`src/rtl/srbm_pkg.sv`:
```
`timescale 1ns / 1ps

package srbm_pkg;

	localparam int ByteW = 8;
	localparam int BitIdxW = 3;

	localparam logic KIND_START = 1'b0;
	localparam logic KIND_TICK = 1'b1;

	localparam logic [ByteW-1:0] WRITE_FLAG = 8'h80;
	localparam logic [ByteW-1:0] MIN_LENGTH = 8'd2;

	typedef struct packed {
		logic kind;
		logic [ByteW-1:0] address;
		logic is_write;
		logic [ByteW-1:0] length;
		logic [ByteW-1:0] write_byte;
		logic miso;
	} in_item_t;

	typedef struct packed {
		logic chip_select_n;
		logic mosi;
		logic clock_pulse;
		logic byte_done;
		logic [ByteW-1:0] rx_byte;
		logic burst_last;
	} out_item_t;

endpackage

```
`src/rtl/srbm_in_if.sv`:
```
`timescale 1ns / 1ps

interface srbm_in_if;
	logic valid;
	logic ready;
	logic kind;
	logic [srbm_pkg::ByteW-1:0] address;
	logic is_write;
	logic [srbm_pkg::ByteW-1:0] length;
	logic [srbm_pkg::ByteW-1:0] write_byte;
	logic miso;

	modport source (output valid, kind, address, is_write, length, write_byte, miso,
		input ready);
	modport sink (input valid, kind, address, is_write, length, write_byte, miso,
		output ready);
endinterface

```
`src/rtl/srbm_out_if.sv`:
```
`timescale 1ns / 1ps

interface srbm_out_if;
	logic valid;
	logic ready;
	logic chip_select_n;
	logic mosi;
	logic clock_pulse;
	logic byte_done;
	logic [srbm_pkg::ByteW-1:0] rx_byte;
	logic burst_last;

	modport source (output valid, chip_select_n, mosi, clock_pulse, byte_done, rx_byte,
		burst_last, input ready);
	modport sink (input valid, chip_select_n, mosi, clock_pulse, byte_done, rx_byte,
		burst_last, output ready);
endinterface

```
`src/rtl/srbm_core.sv`:
```
`timescale 1ns / 1ps

module srbm_core (
	input  logic                clk,
	input  logic                arst_n,
	input  logic                step,
	input  srbm_pkg::in_item_t  item,
	output srbm_pkg::out_item_t result
);
	import srbm_pkg::*;

	logic               busy_q, busy_d;
	logic               write_mode_q, write_mode_d;
	logic               addr_phase_q, addr_phase_d;
	logic [BitIdxW-1:0] bit_idx_q, bit_idx_d;
	logic [ByteW-1:0]   bytes_left_q, bytes_left_d;
	logic [ByteW-1:0]   shift_q, shift_d;
	logic               cs_q, cs_d;
	logic [ByteW-1:0]   tx_src;

	always_comb begin
		busy_d       = busy_q;
		write_mode_d = write_mode_q;
		addr_phase_d = addr_phase_q;
		bit_idx_d    = bit_idx_q;
		bytes_left_d = bytes_left_q;
		shift_d      = shift_q;
		cs_d         = cs_q;
		tx_src       = shift_q;
		result       = '0;
		result.mosi  = 1'b1;

		if (item.kind == KIND_START) begin
			if (!busy_q && item.length >= MIN_LENGTH) begin
				busy_d       = 1'b1;
				write_mode_d = item.is_write;
				addr_phase_d = 1'b1;
				bit_idx_d    = '0;
				bytes_left_d = item.length;
				shift_d      = item.is_write ? (item.address | WRITE_FLAG) : item.address;
				cs_d         = 1'b0;
			end
		end else if (busy_q) begin
			result.clock_pulse = 1'b1;
			bit_idx_d = bit_idx_q + BitIdxW'(1);
			if (addr_phase_q) begin
				result.mosi = shift_q[ByteW-1];
				shift_d     = {shift_q[ByteW-2:0], 1'b0};
				if (bit_idx_d == '0) begin
					addr_phase_d = 1'b0;
				end
			end else begin
				if (write_mode_q) begin
					// a fresh data byte is latched on the first tick of each byte
					if (bit_idx_q == '0) begin
						tx_src = item.write_byte;
					end
					result.mosi = tx_src[ByteW-1];
					shift_d     = {tx_src[ByteW-2:0], 1'b0};
				end else begin
					shift_d = {shift_q[ByteW-2:0], item.miso};
				end
				if (bit_idx_d == '0) begin
					result.byte_done = 1'b1;
					result.rx_byte   = write_mode_q ? '0 : shift_d;
					bytes_left_d     = bytes_left_q - ByteW'(1);
					if (bytes_left_d == '0) begin
						busy_d            = 1'b0;
						cs_d              = 1'b1;
						result.burst_last = 1'b1;
					end
				end
			end
		end
		result.chip_select_n = cs_d;
	end

	always_ff @(posedge clk or negedge arst_n) begin
		if (!arst_n) begin
			busy_q       <= 1'b0;
			write_mode_q <= 1'b0;
			addr_phase_q <= 1'b0;
			bit_idx_q    <= '0;
			bytes_left_q <= '0;
			shift_q      <= '0;
			cs_q         <= 1'b1;
		end else if (step) begin
			busy_q       <= busy_d;
			write_mode_q <= write_mode_d;
			addr_phase_q <= addr_phase_d;
			bit_idx_q    <= bit_idx_d;
			bytes_left_q <= bytes_left_d;
			shift_q      <= shift_d;
			cs_q         <= cs_d;
		end
	end

endmodule

```
`src/rtl/spi_register_burst_master.sv`:
```
`timescale 1ns / 1ps

// channel | dir | handshake     | payload
// cmd     | in  | valid / ready | kind, address, is_write, length, write_byte, miso
// rsp     | out | valid / ready | chip_select_n, mosi, clock_pulse, byte_done,
//         |     |               | rx_byte, burst_last
//
// one item per cycle sustained while rsp is not stalled; a cmd item reaches rsp valid
// through the input register, then the burst state update into the result register
// every cmd item gives exactly one rsp item
// arst_n low: burst idle, chip select deselected, both stages empty
// a stall on rsp holds both stages; cmd ready stays high while a stage can move
module spi_register_burst_master (
	input logic      clk,
	input logic      arst_n,
	srbm_in_if.sink  cmd,
	srbm_out_if.source rsp
);
	import srbm_pkg::*;

	// input register stage
	logic      valid_s1;
	in_item_t  item_s1;
	// result register stage
	logic      valid_s2;
	out_item_t res_s2;

	logic      adv;
	out_item_t res_d;

	// stage 1 moves into stage 2 when the result register is free or draining
	assign adv       = valid_s1 && (!valid_s2 || rsp.ready);
	assign cmd.ready = !valid_s1 || adv;

	always_ff @(posedge clk or negedge arst_n) begin
		if (!arst_n) begin
			valid_s1 <= 1'b0;
		end else if (cmd.ready) begin
			valid_s1 <= cmd.valid;
		end
	end

	always_ff @(posedge clk) begin
		if (cmd.ready && cmd.valid) begin
			item_s1 <= '{kind: cmd.kind, address: cmd.address, is_write: cmd.is_write,
				length: cmd.length, write_byte: cmd.write_byte, miso: cmd.miso};
		end
	end

	// burst state machine, advanced once per item leaving stage 1
	srbm_core u_core (
		.clk    (clk),
		.arst_n (arst_n),
		.step   (adv),
		.item   (item_s1),
		.result (res_d)
	);

	always_ff @(posedge clk or negedge arst_n) begin
		if (!arst_n) begin
			valid_s2 <= 1'b0;
		end else if (adv) begin
			valid_s2 <= 1'b1;
		end else if (rsp.ready) begin
			valid_s2 <= 1'b0;
		end
	end

	always_ff @(posedge clk) begin
		if (adv) begin
			res_s2 <= res_d;
		end
	end

	assign rsp.valid         = valid_s2;
	assign rsp.chip_select_n = res_s2.chip_select_n;
	assign rsp.mosi          = res_s2.mosi;
	assign rsp.clock_pulse   = res_s2.clock_pulse;
	assign rsp.byte_done     = res_s2.byte_done;
	assign rsp.rx_byte       = res_s2.rx_byte;
	assign rsp.burst_last    = res_s2.burst_last;

endmodule
```
`src/flat_wrapper.sv`:
```
// flat-port wrapper written by rule: the top's interface ports become plain ports
module spi_register_burst_master_flat import srbm_pkg::*;
  (clk, arst_n, cmd_valid, cmd_kind, cmd_address, cmd_is_write, cmd_length, cmd_write_byte, cmd_miso, cmd_ready, rsp_valid, rsp_chip_select_n, rsp_mosi, rsp_clock_pulse, rsp_byte_done, rsp_rx_byte, rsp_burst_last, rsp_ready);
  srbm_in_if cmd_i ();
  srbm_out_if rsp_i ();
  input logic clk;
  input logic arst_n;
  input wire logic [$bits(cmd_i.valid)-1:0] cmd_valid;
  input wire logic [$bits(cmd_i.kind)-1:0] cmd_kind;
  input wire logic [$bits(cmd_i.address)-1:0] cmd_address;
  input wire logic [$bits(cmd_i.is_write)-1:0] cmd_is_write;
  input wire logic [$bits(cmd_i.length)-1:0] cmd_length;
  input wire logic [$bits(cmd_i.write_byte)-1:0] cmd_write_byte;
  input wire logic [$bits(cmd_i.miso)-1:0] cmd_miso;
  output wire logic [$bits(cmd_i.ready)-1:0] cmd_ready;
  output wire logic [$bits(rsp_i.valid)-1:0] rsp_valid;
  output wire logic [$bits(rsp_i.chip_select_n)-1:0] rsp_chip_select_n;
  output wire logic [$bits(rsp_i.mosi)-1:0] rsp_mosi;
  output wire logic [$bits(rsp_i.clock_pulse)-1:0] rsp_clock_pulse;
  output wire logic [$bits(rsp_i.byte_done)-1:0] rsp_byte_done;
  output wire logic [$bits(rsp_i.rx_byte)-1:0] rsp_rx_byte;
  output wire logic [$bits(rsp_i.burst_last)-1:0] rsp_burst_last;
  input wire logic [$bits(rsp_i.ready)-1:0] rsp_ready;
  assign cmd_i.valid = cmd_valid;
  assign cmd_i.kind = cmd_kind;
  assign cmd_i.address = cmd_address;
  assign cmd_i.is_write = cmd_is_write;
  assign cmd_i.length = cmd_length;
  assign cmd_i.write_byte = cmd_write_byte;
  assign cmd_i.miso = cmd_miso;
  assign cmd_ready = cmd_i.ready;
  assign rsp_valid = rsp_i.valid;
  assign rsp_chip_select_n = rsp_i.chip_select_n;
  assign rsp_mosi = rsp_i.mosi;
  assign rsp_clock_pulse = rsp_i.clock_pulse;
  assign rsp_byte_done = rsp_i.byte_done;
  assign rsp_rx_byte = rsp_i.rx_byte;
  assign rsp_burst_last = rsp_i.burst_last;
  assign rsp_i.ready = rsp_ready;
  spi_register_burst_master u_core (.clk(clk), .arst_n(arst_n), .cmd(cmd_i), .rsp(rsp_i));
endmodule
```
`config.mk`:
```
export PLATFORM = sky130hd
export DESIGN_NAME = spi_register_burst_master_flat
export DESIGN_NICKNAME = d
export VERILOG_FILES = /design/src/rtl/srbm_pkg.sv /design/src/rtl/srbm_in_if.sv /design/src/rtl/srbm_out_if.sv /design/src/rtl/srbm_core.sv /design/src/rtl/spi_register_burst_master.sv /design/src/flat_wrapper.sv
export SDC_FILE = /design/constraint.sdc
export NUM_CORES = 1
export LEC_CHECK = 0
export ABC_AREA = 1
export BUFFER_PORTS_ARGS = -buffer_cell sky130_fd_sc_hd__buf_2
export CAP_MARGIN = 15
export CORE_AREA = 2 2 92 94
export CTS_BUF_LIST = sky130_fd_sc_hd__clkbuf_4 sky130_fd_sc_hd__clkbuf_8
export DETAILED_ROUTE_END_ITERATION = 10
export DIE_AREA = 0 0 94 96
export PLACE_DENSITY = 0.57
export SYNTH_ARGS = -nofsm -noshare
export SYNTH_HDL_FRONTEND = slang
export SYNTH_SLANG_ARGS = --single-unit
```
`constraint.sdc`:
```
create_clock -name clk -period 2 [get_ports clk]
set_input_delay 0.2 -clock clk [delete_from_list [all_inputs] [get_ports clk]]
set_output_delay 0.2 -clock clk [all_outputs]
set_load 0.05 [all_outputs]
```
==> summary.md <==
| Metric | Value |
|---|---|
| Global-route wire length before repair | `9570 um` |
| Ys flop type | `edfxtp_1` |
| DRC errors left | `0` |
| Synth top area cells | `edfxtp_1 39%, dfrtp_1 19%, nand2_1 9.3%` |
| Postcts setup bufs | `0` |
| Row cnt | `33` |
| Largest family of logic cells by synthesized area | `simple AND/OR/NAND/NOR gates` |
| Pwr per Cell Area | `1231 mW/mm^2` |
| Final clock skew | `0.01349 ns` |
| Met3 usage | `2.662%` |
| Die Height | `96 um` |
| Avg Cell Area, Syn | `10.25 sq um` |
| Via density | `4.526` |
| Maxcap violations | `0` |
| CP required | `2.09 ns` |
| Post-synthesis mux area share | `0%` |
| Compound-cell area share of the yosys netlist | `8.619%` |
| DR pass1 iterations | `4` |
| Critical Path End Type | `flip-flop` |
| Final period utilization | `83.64%` |
| Worst-skew pair later-pin latency | `0.35 ns` |
| Final setup margin | `0.3271 ns` |
| Reg2reg setup slack | `0.33 ns` |
| I/O pins | `46` |
| Pin count of the biggest net entering global routing | `28` |
| Peak VDD IR | `0.0004402 V` |
| CP Launch Type | `flip-flop` |
| Num CTS Buffers | `9` |
| EDFF count, synth | `40` |
| Fmax | `597.8 MHz` |
| DP HPWL | `4122 um` |
| Die area | `0.009024 sq mm` |
| Final number of setup-violating endpoints | `0` |
| Synth cell types | `35` |
| Mapped Cells | `303` |
| Peak fanout along the critical path | `6` |
| Fraction of layout cells with a size suffix above 1 | `30.43%` |
| CTS tree | `built` |
| Final instance area | `0.003721 sq mm` |
| Initial Util | `38.59%` |
| Cell Area, Synth | `0.003107 sq mm` |
| Crit path arrival time | `1.76 ns` |
| Slew HR | `59.45%` |
| Core ar. | `0.008051 sq mm` |
| Post-synth top area cell | `edfxtp_1` |
| Adder-cell share of the synthesized area | `2.014%` |
| Most used routing layer | `met1` |
| HP Class | `in2reg` |
| GP Congestion | `0.8150` |
| Clock Tree Buf Depth | `2` |
| Fin. Hold Viols | `0` |
| Total GRT Usage | `14.28%` |
| Worst-path clk slew | `0.08 ns` |
| Diode count | `0` |
| Total wire length | `5892 um` |
| Met1 Resource Use GR | `21.72%` |
| Buffers added on ports | `45` |
| Final Max Slew Viols | `0` |
| Final Critical Period | `1.673 ns` |
| RSZ-0062 raised after global routing | `no` |
| Vias post-DR | `2141` |
| P_leak | `1.656 nW` |
| Initial antenna violation count | `0` |
| Worst slew pin tran | `0.6083 ns` |
| Fillers | `764` |
| GR Layer Usage met2 | `18.75%` |
| Syn Nets | `339` |
| Outcome | `completed` |
| Vias in the first global route | `1954` |
| Xor/xnor share of the synthesized area | `0.8055%` |
| Post-route ant nets | `0` |
| Clock net sink count | `65` |
| DR iter-0 viols | `114` |
| Post-place setup slack | `0.3461 ns` |
| CTS root buf | `clkbuf_8` |
| Post-synth top area share | `38.66%` |
| Ys Warns | `0` |
| Setup TNS | `0 ns` |
| Dpl cell area | `0.003450 sq mm` |
| # nets final | `399` |
| FFs w/ async S/R, synth | `38.46%` |
| H-Tree Depth | `3` |
| Simple-gate share of the synthesized area | `23.92%` |
| Yosys reg bits | `65` |
| Seq/Total Area, Yosys | `58.84%` |
| GRT overflow | `0` |
| Area delta synth->final | `19.77%` |
| Die W | `94 um` |
| Drt wl/cell | `12.46 um` |
| Critical path class | `reg2reg` |
state kept, by name, summed over array words and instances, names as in the netlist, 3 cells and up:
name and cells:
u_core.rsp.rx_byte 8, u_core.u_core.bytes_left_q 8, u_core.u_core.bit_idx_q 3, u_core.item_s1 27, u_core.u_core.shift_q 8
per-layer routing:
| layer | vias to the layer above | share of wire [%] | wire length (um) |
|---|---|---|---|
| met5 | - | 0 | 0 |
| met2 | 50 | 40 | 2383 |
| met3 | 12 | 4.1 | 243 |
| met1 | 961 | 53 | 3119 |
| li1 | 1118 | - | - |
| met4 | 0 | 2.5 | 145 |
repair_timing:
action / CTS / global route
hold buffers: 7 / 0
hold endpoints to repair: 30 / 0
gates resized for setup: 0 / 0
area by class of cell:
type                    instances  area [sq um]  area share, %
flip-flops and latches         65          1828          49.13
well taps                     105         131.4          3.531
repair buffers                 57         332.8          8.944
multi-input cells             200          1111          29.86
inverters                      30         116.4          3.127
clock inverters                 7         77.57          2.085
clock buffers                   9         123.9          3.329
critical path: stages, from the launching register on:
cell and delay, ns:
dfrtp_1 0.41, inv_2 0.14, ha_1 0.25, inv_1 0.05, nor2_1 0.13, nand2_1 0.07
nand2_1 0.07, inv_1 0.06, nand3_2 0.08, nor2_4 0.05, nand2_2 0.06, o21ai_2 0.05
logic make-up after synthesis:
logic type / count (synthesis)
buffers and inverters: 38
adder cells (fa/ha/maj): 5
XOR/XNOR: 2
AO/OA/AOI/OAI: 41
flip-flops: 65
AND/OR/NAND/NOR: 152
path summary, 6_finish.rpt:
path | startpoint | endpoint | depth (start not counted)
min in group asynchronous | arst_n | u_core.u_core.shift_q[4] | 2
worst max-delay path | u_core.u_core.bytes_left_q[0] | u_core.rsp.chip_select_n | 11
worst max register to register | u_core.u_core.bytes_left_q[0] | u_core.rsp.chip_select_n | 11
worst min-delay path | cmd_write_byte[4] | u_core.item_s1[5] | 1
worst min register to register | u_core.u_core.cs_q | u_core.u_core.cs_q | 2
max in group asynchronous | arst_n | u_core.u_core.busy_q | 2
where the power goes:
part | switching, mW | leakage (nW) | internal, mW
Combinational | 0.989 | 0.875 | 0.502
Sequential | 0.244 | 0.681 | 1.73
Clock | 0.530 | 0.100 | 0.585
cells in the mapped netlist (5+ instances only):
cell type / n
inv_2: 7
nand2_2: 6
a21oi_2: 8
o21ai_1: 6
nand2_1: 77
edfxtp_1: 40
nor2_4: 6
o21ai_0: 18
inv_1: 23
nor2_1: 27
dfrtp_1: 24
ha_1: 5
nand3_1: 21
cells in the final DEF (no fill, tap or decap), drive strengths merged, types with 3 or more instances in the layout:
cell          n
clkbuf        9
edfxtp       40
clkinv        3
ha            5
a21oi        11
nand3        22
o21ai        28
nor2         35
inv          31
nand2        88
dlygate4sd3   7
buf          50
or2           3
dfrtp        24
through the flow:
| step | hold WS, ns | power [mW] | utilization, % | cells |
|---|---|---|---|---|
| global placement | 0.2511 | 3.467 | 42.84 | 450 |
| finish | 0.02198 | 4.581 | 46.22 | 473 |
| global route | 0.007263 | 4.898 | 46.22 | 473 |
| CTS | 0.00003120 | 4.632 | 46.22 | 473 |
| detailed placement | 0.2576 | 3.481 | 42.84 | 450 |
| floorplan | -0.09559 | 3.133 | - | 303 |
Note: power is estimated with default switching activity, not from simulation.
